==> config.mk <==
export PLATFORM = sky130hd
export DESIGN_NAME = scts_queue
export DESIGN_NICKNAME = d
export VERILOG_FILES = /design/src/hdl/scts_queue.sv
export SDC_FILE = /design/constraint.sdc
export NUM_CORES = 1
export LEC_CHECK = 0
export BUFFER_PORTS_ARGS = -buffer_cell sky130_fd_sc_hd__buf_4
export CORE_UTILIZATION = 49
export CTS_CLUSTER_SIZE = 14
export DETAILED_ROUTE_END_ITERATION = 8
export GPL_TIMING_DRIVEN = 0
export PLACE_DENSITY = 0.82
export SYNTH_ARGS = -nofsm -noshare
export SYNTH_HDL_FRONTEND = slang
export SYNTH_SLANG_ARGS = --single-unit
export TNS_END_PERCENT = 5
==> constraint.sdc <==
create_clock -name i_clk -period 1.65 [get_ports i_clk]
set_input_delay 0.165 -clock i_clk [delete_from_list [all_inputs] [get_ports i_clk]]
set_output_delay 0.165 -clock i_clk [all_outputs]
set_load 0.03 [all_outputs]
==> src/hdl/scts_queue.sv <==
`timescale 1ns / 1ps
// ----------------------------------------------------------------------------
// scts_queue
// Two-entry register queue between the front and the back.
// ----------------------------------------------------------------------------
module scts_queue #(
    parameter int WIDTH = 8
) (
    input  logic             i_clk,
    input  logic             i_rst_n,
    input  logic             i_push_valid,
    output logic             o_push_ready,
    input  logic [WIDTH-1:0] i_push_data,
    output logic             o_pop_valid,
    input  logic             i_pop_ready,
    output logic [WIDTH-1:0] o_pop_data
);

    logic [WIDTH-1:0] r_mem [2];
    logic             r_wp, r_rp;
    logic [1:0]       r_cnt;
    logic             w_push, w_pop;

    assign o_push_ready = (r_cnt != 2'd2);
    assign o_pop_valid  = (r_cnt != 2'd0);
    assign o_pop_data   = r_mem[r_rp];
    assign w_push       = i_push_valid && o_push_ready;
    assign w_pop        = o_pop_valid && i_pop_ready;

    always_ff @(posedge i_clk) begin
        if (w_push) begin
            r_mem[r_wp] <= i_push_data;
        end
    end

    always_ff @(posedge i_clk) begin
        if (!i_rst_n) begin
            r_wp  <= 1'b0;
            r_rp  <= 1'b0;
            r_cnt <= 2'd0;
        end else begin
            if (w_push) r_wp <= ~r_wp;
            if (w_pop)  r_rp <= ~r_rp;
            case ({w_push, w_pop})
                2'b10:   r_cnt <= r_cnt + 2'd1;
                2'b01:   r_cnt <= r_cnt - 2'd1;
                default: r_cnt <= r_cnt;
            endcase
        end
    end

endmodule

== Word-level counts from Yosys, hierarchy flattened ==
Memory sizes are Yosys's and may differ from the RTL's. A register that Yosys moved wholly into a read port is not among the register bits.
Index checks and enable logic that the tools add are counted.
W data, S select, Z words.
Storage, ports and cells
  flip-flop bits (word level): 4
  RAM bits: 16
  logic and storage cells: 20
  output and inout port bits: 10
  memories kept: 1
Memories
  r_mem: depth 2, width 8, rd ports 1, clocked after memory_dff 1, write ports 1, RTL line 19  | logic [WIDTH-1:0] r_mem [2];
Operators by class
  multiplexer cells: 5
  reductions and logical operators: 4
  bitwise gates (word level): 2
  add/subtract/negate cells: 2
  eq/ne operators: 3
Operators with widths (number)
  $mux W1: 4
  $pmux W2 S2: 1
  $reduce_bool A2 Y1: 2
  $add A2 B1 Y2 const B: 1
  $eq A2 B1 Y1 const B: 1
  $eq A2 B2 Y1 const B: 1
  $logic_and A1 B1 Y1: 2
  $ne A2 B2 Y1 const B: 1
  $not A1 Y1: 2
  $sub A2 B1 Y2 const B: 1

== Logic depth before layout (Yosys ltp) ==
  word-level depth: 4
  mapped depth: 6
  mapped depth without buffers: 6

== Worst setup path after synthesis ==
OpenSTA, ideal clock, no wires.
  path kind: reg2reg
  start: register r_cnt[0]
  end: register r_cnt[1]
  setup slack: -0.052 ns
  buffers on the path: 0
  clock period less this slack: 1.702 ns
  required time: 1.580 ns
  arrival time: 1.633 ns
  cell stages (with the launch flop): 6
  cells stage by stage: dfxtp_1 nand2b_1 nand2_1 ha_1 or3_1 a21oi_1
On the way
  cells in the longest elaborated chain, start to end: 4
  elaborated cells between the ends (all ways): 10
  classes of those cells: 2 x add/sub; 3 x eq/ne; 1 x mux; 4 x reduce/logical
RTL lines
  from (decl): RTL line 21  | logic [1:0] r_cnt;
  from (signal assigned): RTL line 45  | 2'b10: r_cnt <= r_cnt + 2'd1;
  from (signal assigned): RTL line 46  | 2'b01: r_cnt <= r_cnt - 2'd1;
  from (signal assigned): RTL line 47  | default: r_cnt <= r_cnt;
  $ne A2 B2 Y1 (*): RTL line 24  | assign o_push_ready = (r_cnt != 2'd2);
  named net o_push_ready: RTL line 12  | output logic o_push_ready,
  $logic_and A1 B1 Y1 (*): RTL line 27  | assign w_push = i_push_valid && o_push_ready;
  $eq A2 B1 Y1 or $eq A2 B2 Y1 (tied branches): RTL line 44  | case ({w_push, w_pop})
  $pmux W2 S2 or $reduce_bool A2 Y1 (tied branches)
The timed path passes the listed nets; every way through them passes the cells marked *.
A chain may end at the register's enable or synchronous reset.

==> results.py <==
metrics = {
    "timing": {
        "slew_headroom": 0.7520,
        "max_freq_mhz": 651.3,
        "hold_violations": 0,
        "final-max-slew-violation-count": 0,
        "setup_viol": 0,
        "fin_crit_ns": 1.535,
        "clock_skew_ns": 0.002383,
        "setup-tns-final_ns": 0,
        "rsz0062_at_grt": "false",
        "worstMarginPinSlew_ns": 0.3720,
        "period_share": 0.9306,
    },
    "global_route": {
        "grt_antenna_before_repair": 0,
        "grt_pass1_vias": 468,
        "overflow": 0,
        "grt_use_total": 0.1589,
        "grt-busiest-layer": "met2",
        "grt_pass1_wl_um": 2014,
        "grtUsageMet2": 0.2369,
        "grt_max_degree": 13,
        "grt_util_met1": 0.2018,
        "gr-usage-met3": 0.06466,
    },
    "cts": {
        "cts_root_buffer": "clkbuf_4",
        "htree_levels": 1,
        "tritoncts": "yes",
        "ctsHoldBuffers": 0,
        "cts_made_buffers": 3,
        "clk_latency_ns": 0.29,
        "clock_path_buffers": 2,
        "cts.sinks": 21,
        "cts_setup_buffers": 0,
        "cts.clk_slew.worst_paths_ns": 0.11,
        "ctsResizeCount": 0,
    },
    "finish": {
        "drive_above_1_share": 0.5067,
        "stdcell_count": 91,
        "area_growth_syn_to_layout_pct": 26.05,
        "nets": 89,
        "diodes": 0,
    },
    "floorplanning": {
        "initial_core_util": 0.5263,
        "die_y_um": 42.46,
        "row_count": 14,
        "fp.dieW_um": 42.46,
        "ios": 22,
        "die_area_mm2": 0.001802,
        "core_area_mm2": 0.001524,
    },
    "critical_path": {
        "startpoint_type": "register",
        "crit_end": "o_pop_data[3]",
        "cp.required_ns": 1.48,
        "worstReg2RegStart": "r_cnt[0]",
        "reg2reg_depth": 5,
        "r2r_slack_ns": 0.16,
        "critPathMaxFanout": 8,
        "path_class": "register to output pin",
        "cp_data_arrival_time_ns": 1.37,
        "end_kind": "output pin",
        "r2r_end": "r_cnt[1]",
    },
    "run_status": {
        "status": "finished clean",
    },
    "yosys": {
        "ys.flop_type": "edfxtp_1",
        "yosys_register_bits": 21,
        "synthTopCellsByArea": "edfxtp_1 60%, dfxtp_1 12%, mux2_2 11%",
        "synth_nets": 63,
        "synth_top_area_share": 0.5991,
        "syn-cell-area_um2": 802.0,
        "synth-edff-count": 16,
        "syn_inst": 50,
        "ys_seq_area_frac": 0.7239,
        "yosysWarnings": 0,
        "synth.most_common_cell": "edfxtp_1",
        "synth.top_cells.by_count": "16 x edfxtp_1, 8 x mux2_2, 5 x dfxtp_1, 3 x nor2_1",
        "postSynthAreaPerCell_um2": 16.04,
        "synth_top_area_cell": "edfxtp_1",
        "async_flop_share": 0,
        "ys_types": 19,
    },
    "run": {
        "max-cap-violations": 0,
    },
    "route": {
        "drc_errors": 0,
        "drt_iter0_drc": 8,
        "wirelength_um": 1207,
        "ant_nets": 0,
        "wl_per_cell_um": 13.26,
        "firstDrtPassIters": 4,
        "dr_total_vias": 472,
        "avgViaCountPerCell": 5.187,
    },
    "power_and_ir_drop": {
        "leakage_nw": 0.4070,
        "power_density_mw_per_mm2": 1658,
        "vdd_drop_max_mv": 0.9672,
        "power.share.combinational": 0.421,
        "power_switching_mw": 0.5920,
        "p_seq_frac": 0.438,
        "p_int_mw": 1.084,
        "netSwitchingFraction": 0.3532,
        "power.share.clock": 0.141,
    },
    "placement": {
        "io_buffer_count": 21,
        "place_inst": 87,
        "hpwl_um": 860.8,
        "place.gp.congestion": 0.6485,
    },
    "worst_hold_path": {
        "worstHoldPathType": "input pin to register",
    },
}
-- power groups by stage --
| stage | Combinational, mW | Sequential [mW] | Clock (mW) |
|---|---|---|---|
| 6_report | 0.706 | 0.734 | 0.236 |
| 5_1_grt | 0.761 | 0.746 | 0.272 |
| 4_1_cts | 0.712 | 0.731 | 0.248 |
| 3_5_place_dp | 0.712 | 0.741 | 0 |
| 3_3_place_gp | 0.695 | 0.736 | 0 |
| 2_1_floorplan | 0.502 | 0.729 | 0 |
-- metal layers --
layer / part of all wire / routed length, µm
met5: 0 / 0
met4: 0.012 / 14
met3: 0.066 / 80
met2: 0.50 / 608
met1: 0.42 / 504
-- final cells by class --
| class | instances | area, µm² |
|---|---|---|
| Clock buffer | 3 | 22.52 |
| Multi-Input combinational cell | 26 | 211.5 |
| Timing Repair Buffer | 21 | 157.7 |
| Tap cell | 16 | 20.02 |
| Buffer | 1 | 5.005 |
| Clock inverter | 1 | 5.005 |
| Inverter | 2 | 7.507 |
| Fill cell | 116 | 513.0 |
| Sequential cell | 21 | 581.8 |
-- cells by family after synthesis --
| family | count (synthesis) | synth area share |
|---|---|---|
| simple gates | 9 | 0.05930 |
| xor+xnor | 3 | 0.03277 |
| compound gates | 5 | 0.04056 |
| fa+ha+maj | 1 | 0.01560 |
| flops | 21 | 0.7239 |
| buf+inv | 3 | 0.01560 |
| mux | 8 | 0.1123 |
-- critical path, cell delays in order (launching register included) --
cell and delay, ns:
dfxtp_1 0.33, buf_2 0.21, mux2_2 0.36, buf_4 0.17
-- placed cells by master (no fill, tap or decap), drive strengths merged --
cell type   n
inv         2
and3        1
or3         1
a21oi       2
nand3b      1
clkinv      1
edfxtp     16
o21a        1
mux2        8
o21ai       1
buf        22
ha          1
dfxtp       5
nand2b      1
clkbuf      3
xnor2       2
nand2       1
nor2        3
a21bo       1
xor2        1
or2         1
-- worst min-delay path by stage --
| stage | end | slack [ns] | cells past startpoint | startpoint |
|---|---|---|---|---|
| floorplan | r_mem[0][0] | 0.26 | 0 | i_push_data[0] |
| global placement | r_mem[0][6] | 0.35 | 1 | i_push_data[6] |
| detailed placement | r_mem[0][7] | 0.35 | 1 | i_push_data[7] |
| CTS | r_mem[0][3] | 0.03 | 1 | i_push_data[3] |
| global route | r_mem[0][3] | 0.02 | 1 | i_push_data[3] |
| finish | r_mem[0][7] | 0.05 | 1 | i_push_data[7] |
-- per-stage QoR --
stage	area [µm²]	worst slack, ns	util	hold WS (ns)	power (mW)
finish	1011	0.1145	0.6634	0.04574	1.676
global route	1011	0.02289	0.6634	0.02001	1.779
CTS	1010	0.09048	0.6626	0.03269	1.692
detailed placement	982.2	0.1149	0.6445	0.3530	1.453
global placement	982.2	0.1371	0.6445	0.3506	1.431
floorplan	804.5	0.07833	-	0.2639	1.231
-- state kept, by name, indices dropped and copies added (netlist names), named ones only --
signal / flops
r_cnt: 2
r_mem: 16
r_wp: 1
r_rp: 1
Note: power is estimated with default switching activity, not from simulation.
