File: config.mk
export PLATFORM = sky130hd
export DESIGN_NAME = scts_front
export DESIGN_NICKNAME = d
export VERILOG_FILES = /design/src/hdl/scts_pkg.sv /design/src/hdl/scts_front.sv
export SDC_FILE = /design/constraint.sdc
export NUM_CORES = 2
export LEC_CHECK = 0
export BUFFER_PORTS_ARGS = -buffer_cell sky130_fd_sc_hd__buf_2
export CAP_MARGIN = 5
export CORE_MARGIN = 8
export CORE_UTILIZATION = 37
export CTS_BUF_LIST = sky130_fd_sc_hd__clkbuf_8
export DETAILED_ROUTE_END_ITERATION = 10
export SLEW_MARGIN = 30
export SYNTH_ARGS = -nofsm -noshare
export SYNTH_HDL_FRONTEND = slang
export SYNTH_SLANG_ARGS = --single-unit
File: constraint.sdc
create_clock -name i_clk -period 30.2 [get_ports i_clk]
set_input_delay 4.53 -clock i_clk [delete_from_list [all_inputs] [get_ports i_clk]]
set_output_delay 4.53 -clock i_clk [all_outputs]
set_load 0.005 [all_outputs]
File: src/hdl/scts_pkg.sv
`timescale 1ns / 1ps
// ----------------------------------------------------------------------------
// scts_pkg
// Shared types and constants of the scope timing statistics block.
// ----------------------------------------------------------------------------
package scts_pkg;

    localparam int TABLE_DEPTH_DEF   = 64;
    localparam int MAX_IN_FLIGHT_DEF = 4;

    localparam int CFG_IDX_W  = 3;
    localparam int CFG_DATA_W = 24;

    typedef enum logic [CFG_IDX_W-1:0] {
        REG_VALID_BITS    = 3'd0,
        REG_TICK_PERIOD   = 3'd1,
        REG_FRAMES_FLIGHT = 3'd2,
        REG_SMOOTHING     = 3'd3,
        REG_PEAK_DECAY    = 3'd4
    } t_reg_idx;

    typedef struct packed {
        logic [6:0]  valid_bits;
        logic [23:0] tick_period;
        logic [2:0]  frames_in_flight;
        logic [15:0] smoothing;
        logic [15:0] peak_decay;
    } t_cfg;

    // one classified sample handed from the front to the back
    typedef struct packed {
        logic [15:0] key;
        logic [5:0]  depth;
        logic [31:0] ns;
        logic [31:0] frame;
    } t_job;

    localparam int JOB_W = $bits(t_job);

    typedef struct packed {
        logic [15:0] key;
        logic [47:0] avg;
        logic [47:0] peak;
        logic [31:0] last_frame;
    } t_entry;

    localparam int ENTRY_W = $bits(t_entry);

endpackage

File: src/hdl/scts_front.sv
`timescale 1ns / 1ps
// ----------------------------------------------------------------------------
// scts_front
// Takes samples, drops those without both timestamps, converts to ns.
// ----------------------------------------------------------------------------
module scts_front (
    input  logic           i_clk,
    input  logic           i_rst_n,
    input  scts_pkg::t_cfg i_cfg,
    input  logic           i_in_valid,
    output logic           o_in_ready,
    input  logic [15:0]    i_region_key,
    input  logic [5:0]     i_nest_depth,
    input  logic [63:0]    i_start_tick,
    input  logic [63:0]    i_stop_tick,
    input  logic           i_start_ready,
    input  logic           i_stop_ready,
    input  logic [31:0]    i_frame_number,
    output logic           o_job_valid,
    input  logic           i_job_ready,
    output scts_pkg::t_job o_job
);
    import scts_pkg::*;

    typedef enum logic [2:0] {
        F_IDLE, F_DIFF, F_MUL_HI, F_MUL_LO, F_SUM, F_PUSH
    } t_state;

    t_state      r_state;
    logic [63:0] r_start, r_stop, r_ticks;
    logic [15:0] r_key;
    logic [5:0]  r_depth;
    logic [31:0] r_frame, r_ns;
    logic [47:0] r_prod;
    logic [55:0] r_acc;
    logic        r_zero, r_big;

    logic [63:0] w_mask, w_b, w_e;
    logic [56:0] w_sum;

    always_comb begin
        w_mask = (i_cfg.valid_bits >= 7'd64) ? {64{1'b1}}
                                             : ~({64{1'b1}} << i_cfg.valid_bits[5:0]);
        w_b    = r_start & w_mask;
        w_e    = r_stop & w_mask;
        w_sum  = 57'(r_acc) + 57'(r_prod[47:16]);
    end

    always_ff @(posedge i_clk) begin
        if (!i_rst_n) begin
            r_state <= F_IDLE;
        end else begin
            case (r_state)
                F_IDLE: begin
                    if (i_in_valid && i_start_ready && i_stop_ready) begin
                        r_start <= i_start_tick;
                        r_stop  <= i_stop_tick;
                        r_key   <= i_region_key;
                        r_depth <= i_nest_depth;
                        r_frame <= i_frame_number;
                        r_state <= F_DIFF;
                    end
                end
                F_DIFF: begin
                    r_ticks <= (w_e >= w_b) ? (w_e - w_b) : 64'd0;
                    r_state <= F_MUL_HI;
                end
                F_MUL_HI: begin
                    r_zero  <= (i_cfg.tick_period == 24'd0);
                    r_big   <= (r_ticks[63:48] != 16'd0);
                    r_prod  <= 48'(r_ticks[47:24] * i_cfg.tick_period);
                    r_state <= F_MUL_LO;
                end
                F_MUL_LO: begin
                    r_acc   <= {r_prod, 8'd0};
                    r_prod  <= 48'(r_ticks[23:0] * i_cfg.tick_period);
                    r_state <= F_SUM;
                end
                F_SUM: begin
                    if (r_zero) begin
                        r_ns <= 32'd0;
                    end else if (r_big || (w_sum[56:32] != 25'd0)) begin
                        r_ns <= 32'hFFFF_FFFF;
                    end else begin
                        r_ns <= w_sum[31:0];
                    end
                    r_state <= F_PUSH;
                end
                F_PUSH: begin
                    if (i_job_ready) begin
                        r_state <= F_IDLE;
                    end
                end
                default: r_state <= F_IDLE;
            endcase
        end
    end

    assign o_in_ready  = (r_state == F_IDLE);
    assign o_job_valid = (r_state == F_PUSH);
    assign o_job.key   = r_key;
    assign o_job.depth = r_depth;
    assign o_job.ns    = r_ns;
    assign o_job.frame = r_frame;

endmodule

== Yosys cells after proc, flatten, opt, wreduce, memory -nomap -nowiden ==
Index checks and enable logic that the tools add are counted.
Storage, ports and cells
  bits in registers: 379
  bits in latches: 0
  bits in writable memories: 0
  bits in read-only memories: 0
  input bits: 254
  output and inout port bits: 88
  word-level logic and storage cells: 50
  memories: 0
Cells by class
  add/subtract/negate cells: 2
  multiply operators: 2
  div/mod/pow operators: 0
  magnitude comparators: 2
  eq/ne operators: 7
  shift operators: 1
  multiplexer cells: 6
  bitwise gates (word level): 3
  reductions and logical operators: 15
Operators by type and width (count)
  bitwise AND 64 bit: 2
  multiplier 24 x 24 -> 48 bit: 2
  one-hot mux 48 bit (2 select lines): 1
  greater-or-equal comparator 64 bit: 1
  two-way mux 64 bit: 1
  inverter 64 bit: 1
  left shift 64 x 6 -> 64 bit, first input constant: 1
  subtractor 64 bit: 1
  adder 56 x 32 -> 57 bit: 1
  two-way mux 32 bit: 1
  nonzero test 25 bit: 1
  zero test 24 bit: 1
  one-hot mux 3 bit (6 select lines): 1
  nonzero test 16 bit: 1
  AND reduction 2 bit: 6
  greater-or-equal comparator 7 bit, second input constant: 1
  equality test 3 x 2 -> 1 bit, second input constant: 2
  equality test 3 bit, second input constant: 2
  two-way mux 3 bit: 2
  != test 2 x 1 -> 1 bit, second input constant: 2
  equality test 3 x 1 -> 1 bit, second input constant: 1
  zero test 3 bit: 1
  AND reduction 3 bit: 1
  logical AND 1 bit: 2
  other kinds (2): 2

== Logic depth before layout (Yosys ltp) ==
  depth after elaboration: 5
  gate-level depth with buffers: 29
  gate-level depth less buffers: 26

== Least setup slack after synthesis ==
Ideal clock, no wire load.
  path type: input -> register
  start: input port i_rst_n
  end: register r_depth[0] (enable)
  library setup time: 1.169 ns
  data arrival time: 21.707 ns
  data required time: 29.031 ns
  setup slack: 7.324 ns
  stages on the path: 2
  cell sequence: nand2_1 -> nor4_1
On the way
  word-level cells in the longest chain between the ends: 1
RTL lines
  from (decl): RTL line scts_front.sv:8  | input logic i_rst_n,
  AND reduction 3 bit (no source line)
  to (signal assigned): RTL line scts_front.sv:59  | r_depth <= i_nest_depth;
  to (decl): RTL line scts_front.sv:32  | logic [5:0] r_depth;
No other way between the ends.
A chain may end at the register's enable or synchronous reset.

== Final worst setup path ==
  start: input port i_cfg[38] (netlist bit)
  end: register r_prod[46], data pin
On the way
  word-level cells in the longest chain between the ends: 2
  elaborated cells on any way between the ends: 3
  those cells by class: mul (2); mux (1)
RTL lines
  from (decl): RTL line scts_front.sv:9  | input scts_pkg::t_cfg i_cfg,
  multiplier 24 x 24 -> 48 bit (on tied branches): RTL line scts_front.sv:76, scts_front.sv:71
  one-hot mux 48 bit (2 select lines) (*): RTL line scts_front.sv:53  | case (r_state)
  to (signal assigned): RTL line scts_front.sv:71  | r_prod <= 48'(r_ticks[47:24] * i_cfg.tick_period);
  to (signal assigned): RTL line scts_front.sv:76  | r_prod <= 48'(r_ticks[23:0] * i_cfg.tick_period);
  to (decl): RTL line scts_front.sv:34  | logic [47:0] r_prod;
Mark *: on every way between the ends. The rest lies on a longest branch, timed or not.

==> results.json <==
{
  "outcome": "finished, final reports clean",
  "initial_utilization_pct": 37.3,
  "clk_latency_ns": 0.77,
  "hpwl_mm": 123,
  "dr.pass1.iters": 6,
  "syn-num-nets": 7774,
  "slew_viol_final": 0,
  "fp.dieH_um": 411,
  "slew_headroom_pct": 34.3,
  "netlist.area_leader.share_pct": 33.6,
  "rows": 144,
  "cts_tree": "built",
  "path_class": "in2reg",
  "ys_seq_elements": 379,
  "startpoint": "i_cfg[38]",
  "place.gp.congestion": 0.947,
  "min_period_ns": 12.01,
  "drive_above_1_share_pct": 8.08,
  "clk_path_buf_depth": 3,
  "r2r_cells": 23,
  "wl_mm": 160,
  "synth-edff-count": 376,
  "antenna_found_initial": 11,
  "synth.distinct_cells": 83,
  "design_area_mm2": 0.0626,
  "ant_nets": 0,
  "synth_cells": 6118,
  "first_iter_violations": 2437,
  "synth_most_common_cell": "inv_1",
  "viasPerCell": 5.09,
  "placed_area_mm2": 0.0612,
  "grt.overflow.total": 0,
  "routed.top_layer": "met5",
  "routedWlPerCell_um": 19.1,
  "max_stage_delay_ns": 0.57,
  "async_flop_share_pct": 0,
  "seq_area_frac_synth_pct": 19.7,
  "nFillCells": 15266,
  "max_freq_mhz": 83.2,
  "ys_top_cells_by_count": "1154 x inv_1, 966 x fa_1, 832 x nand2_1",
  "core_mm2": 0.154,
  "crit_slowest_cell": "buf_4",
  "synth_top_cell_by_area": "fa_1",
  "cts_max_level": 3,
  "clock_sinks": 379,
  "rr_startpoint": "r_ticks[46]",
  "grt_usage_pct": 19.0,
  "maxCapViolations": 0,
  "root_buffer": "clkbuf_8",
  "avgSynthCellArea_um2": 9.41,
  "numCtsBuffers": 66,
  "setup_viol": 0,
  "grt_first_pass_wirelength_mm": 254,
  "worstSetupStartpointType": "primary input",
  "ys_warn_count": 0,
  "fin_setup_tns_ns": 0,
  "die_x_um": 411,
  "path_delay_family": "adder cells",
  "post-route-period-util_pct": 39.8,
  "worst_slew_pin_slew_ns": 0.986,
  "hold_viol_final": 0,
  "met2_length_mm": 73.8,
  "portBuffers": 306,
  "critPathRequiredTime_ns": 30.56,
  "final_nets": 7916,
  "crit_arrival_ns": 12.38,
  "min_from": "r_prod[2]",
  "clkTransAtPathRegs_ns": 0.06,
  "crit_cells": 26,
  "synth_area_mm2": 0.0576,
  "end_kind": "flip-flop",
  "skew_ns": 0.0680,
  "grt_pass1_vias": 46047,
  "yosys-top-cells-area": "fa_1 34%, edfxtp_1 20%, ha_1 9.5%, inv_1 7.5%, and2_1 6.8%",
  "cts_hold_buf": 0,
  "crit_top_cell": "fa_1",
  "rsz0062_at_grt": "false",
  "die_area_mm2": 0.169,
  "path_buf_inv": 7,
  "grt_max_degree": 83,
  "min_path_type": "reg2reg",
  "area_growth_pct": 8.67,
  "wl_met1_mm": 66.8,
  "cts_resized": 0,
  "vias": 42564,
  "synth_flop_cell": "edfxtp_1",
  "holdPathStages": 0,
  "crit_path_max_fanout": 49,
  "drc": 0,
  "wl_met3_mm": 12.2,
  "worst_hold_slack_ns": 0.424,
  "cts_setup_buffers": 0,
  "ios": 342
}
[final timing paths]
path,endpoint,slack (ns)
setup reg to reg,r_prod[46],21.73
setup / recovery,r_prod[46],18.19
hold / removal,r_acc[10],0.42
hold reg to reg,r_acc[10],0.42
[registers in the layout, summed over array words and instances (netlist names)]
signal	flops
r_acc	48
r_big	1
r_ticks	64
r_stop	64
r_zero	1
r_start	64
r_state	3
r_ns	32
r_frame	32
r_prod	48
r_key	16
r_depth	6
[metal layers]
layer	track usage [%]	vias to the layer above
met5	0	-
met4	7.34	10
met3	4.52	334
met2	31.2	1453
met1	24.3	21315
li1	-	19452
[logic make-up (layout without fill, tap and decap cells)]
logic type      after synthesis  after routing  synth area share (%)
compound gates              755            755                  8.35
other cells                   0              4                     0
buf+inv                    1469           1659                  9.65
fa+ha+maj                  1402           1402                  43.0
flops                       379            379                  19.7
xor+xnor                    158            158                  2.40
simple gates               1942           1942                  16.6
mux                          13             13                 0.232
[layout by cell type, fill, tap and decap left out, drive strengths merged, types with 12 or more instances in the layout]
cell	n
a211oi	16
nor3	56
a21oi	240
o211ai	22
a21o	114
buf	389
nor2b	19
fa	966
o21a	45
nor4	18
or2	12
ha	436
nand4	36
edfxtp	376
clkbuf	67
and3	30
nand2	832
o31ai	12
and2	626
o21bai	34
inv	1178
xor2	70
clkinv	18
a31oi	27
nand3	54
nand2b	34
nor2	181
o21ai	153
xnor2	88
[stage by stage]
step / worst slack [ns] / util (%) / instances
floorplan: 7.32 / - / 6118
global route: 17.97 / 40.5 / 8353
CTS: 18.33 / 40.5 / 8350
global placement: 17.48 / 39.5 / 8221
finish: 18.19 / 40.5 / 8356
detailed placement: 17.56 / 39.6 / 8234
[layout make-up]
class | instances | area, µm² | share of cell area, %
multi-input combinational | 4270 | 40700 | 65.1
sequential | 379 | 11400 | 18.1
antenna | 4 | 10.0 | 0.0160
clock inverter | 49 | 444 | 0.710
clock buffer | 67 | 922 | 1.47
timing repair buffer | 389 | 2260 | 3.61
inverter | 1154 | 4330 | 6.92
tap | 2044 | 2560 | 4.09
Power is not shown: default switching activity piles up to over one toggle a cycle in this logic, so the estimate is an artifact.
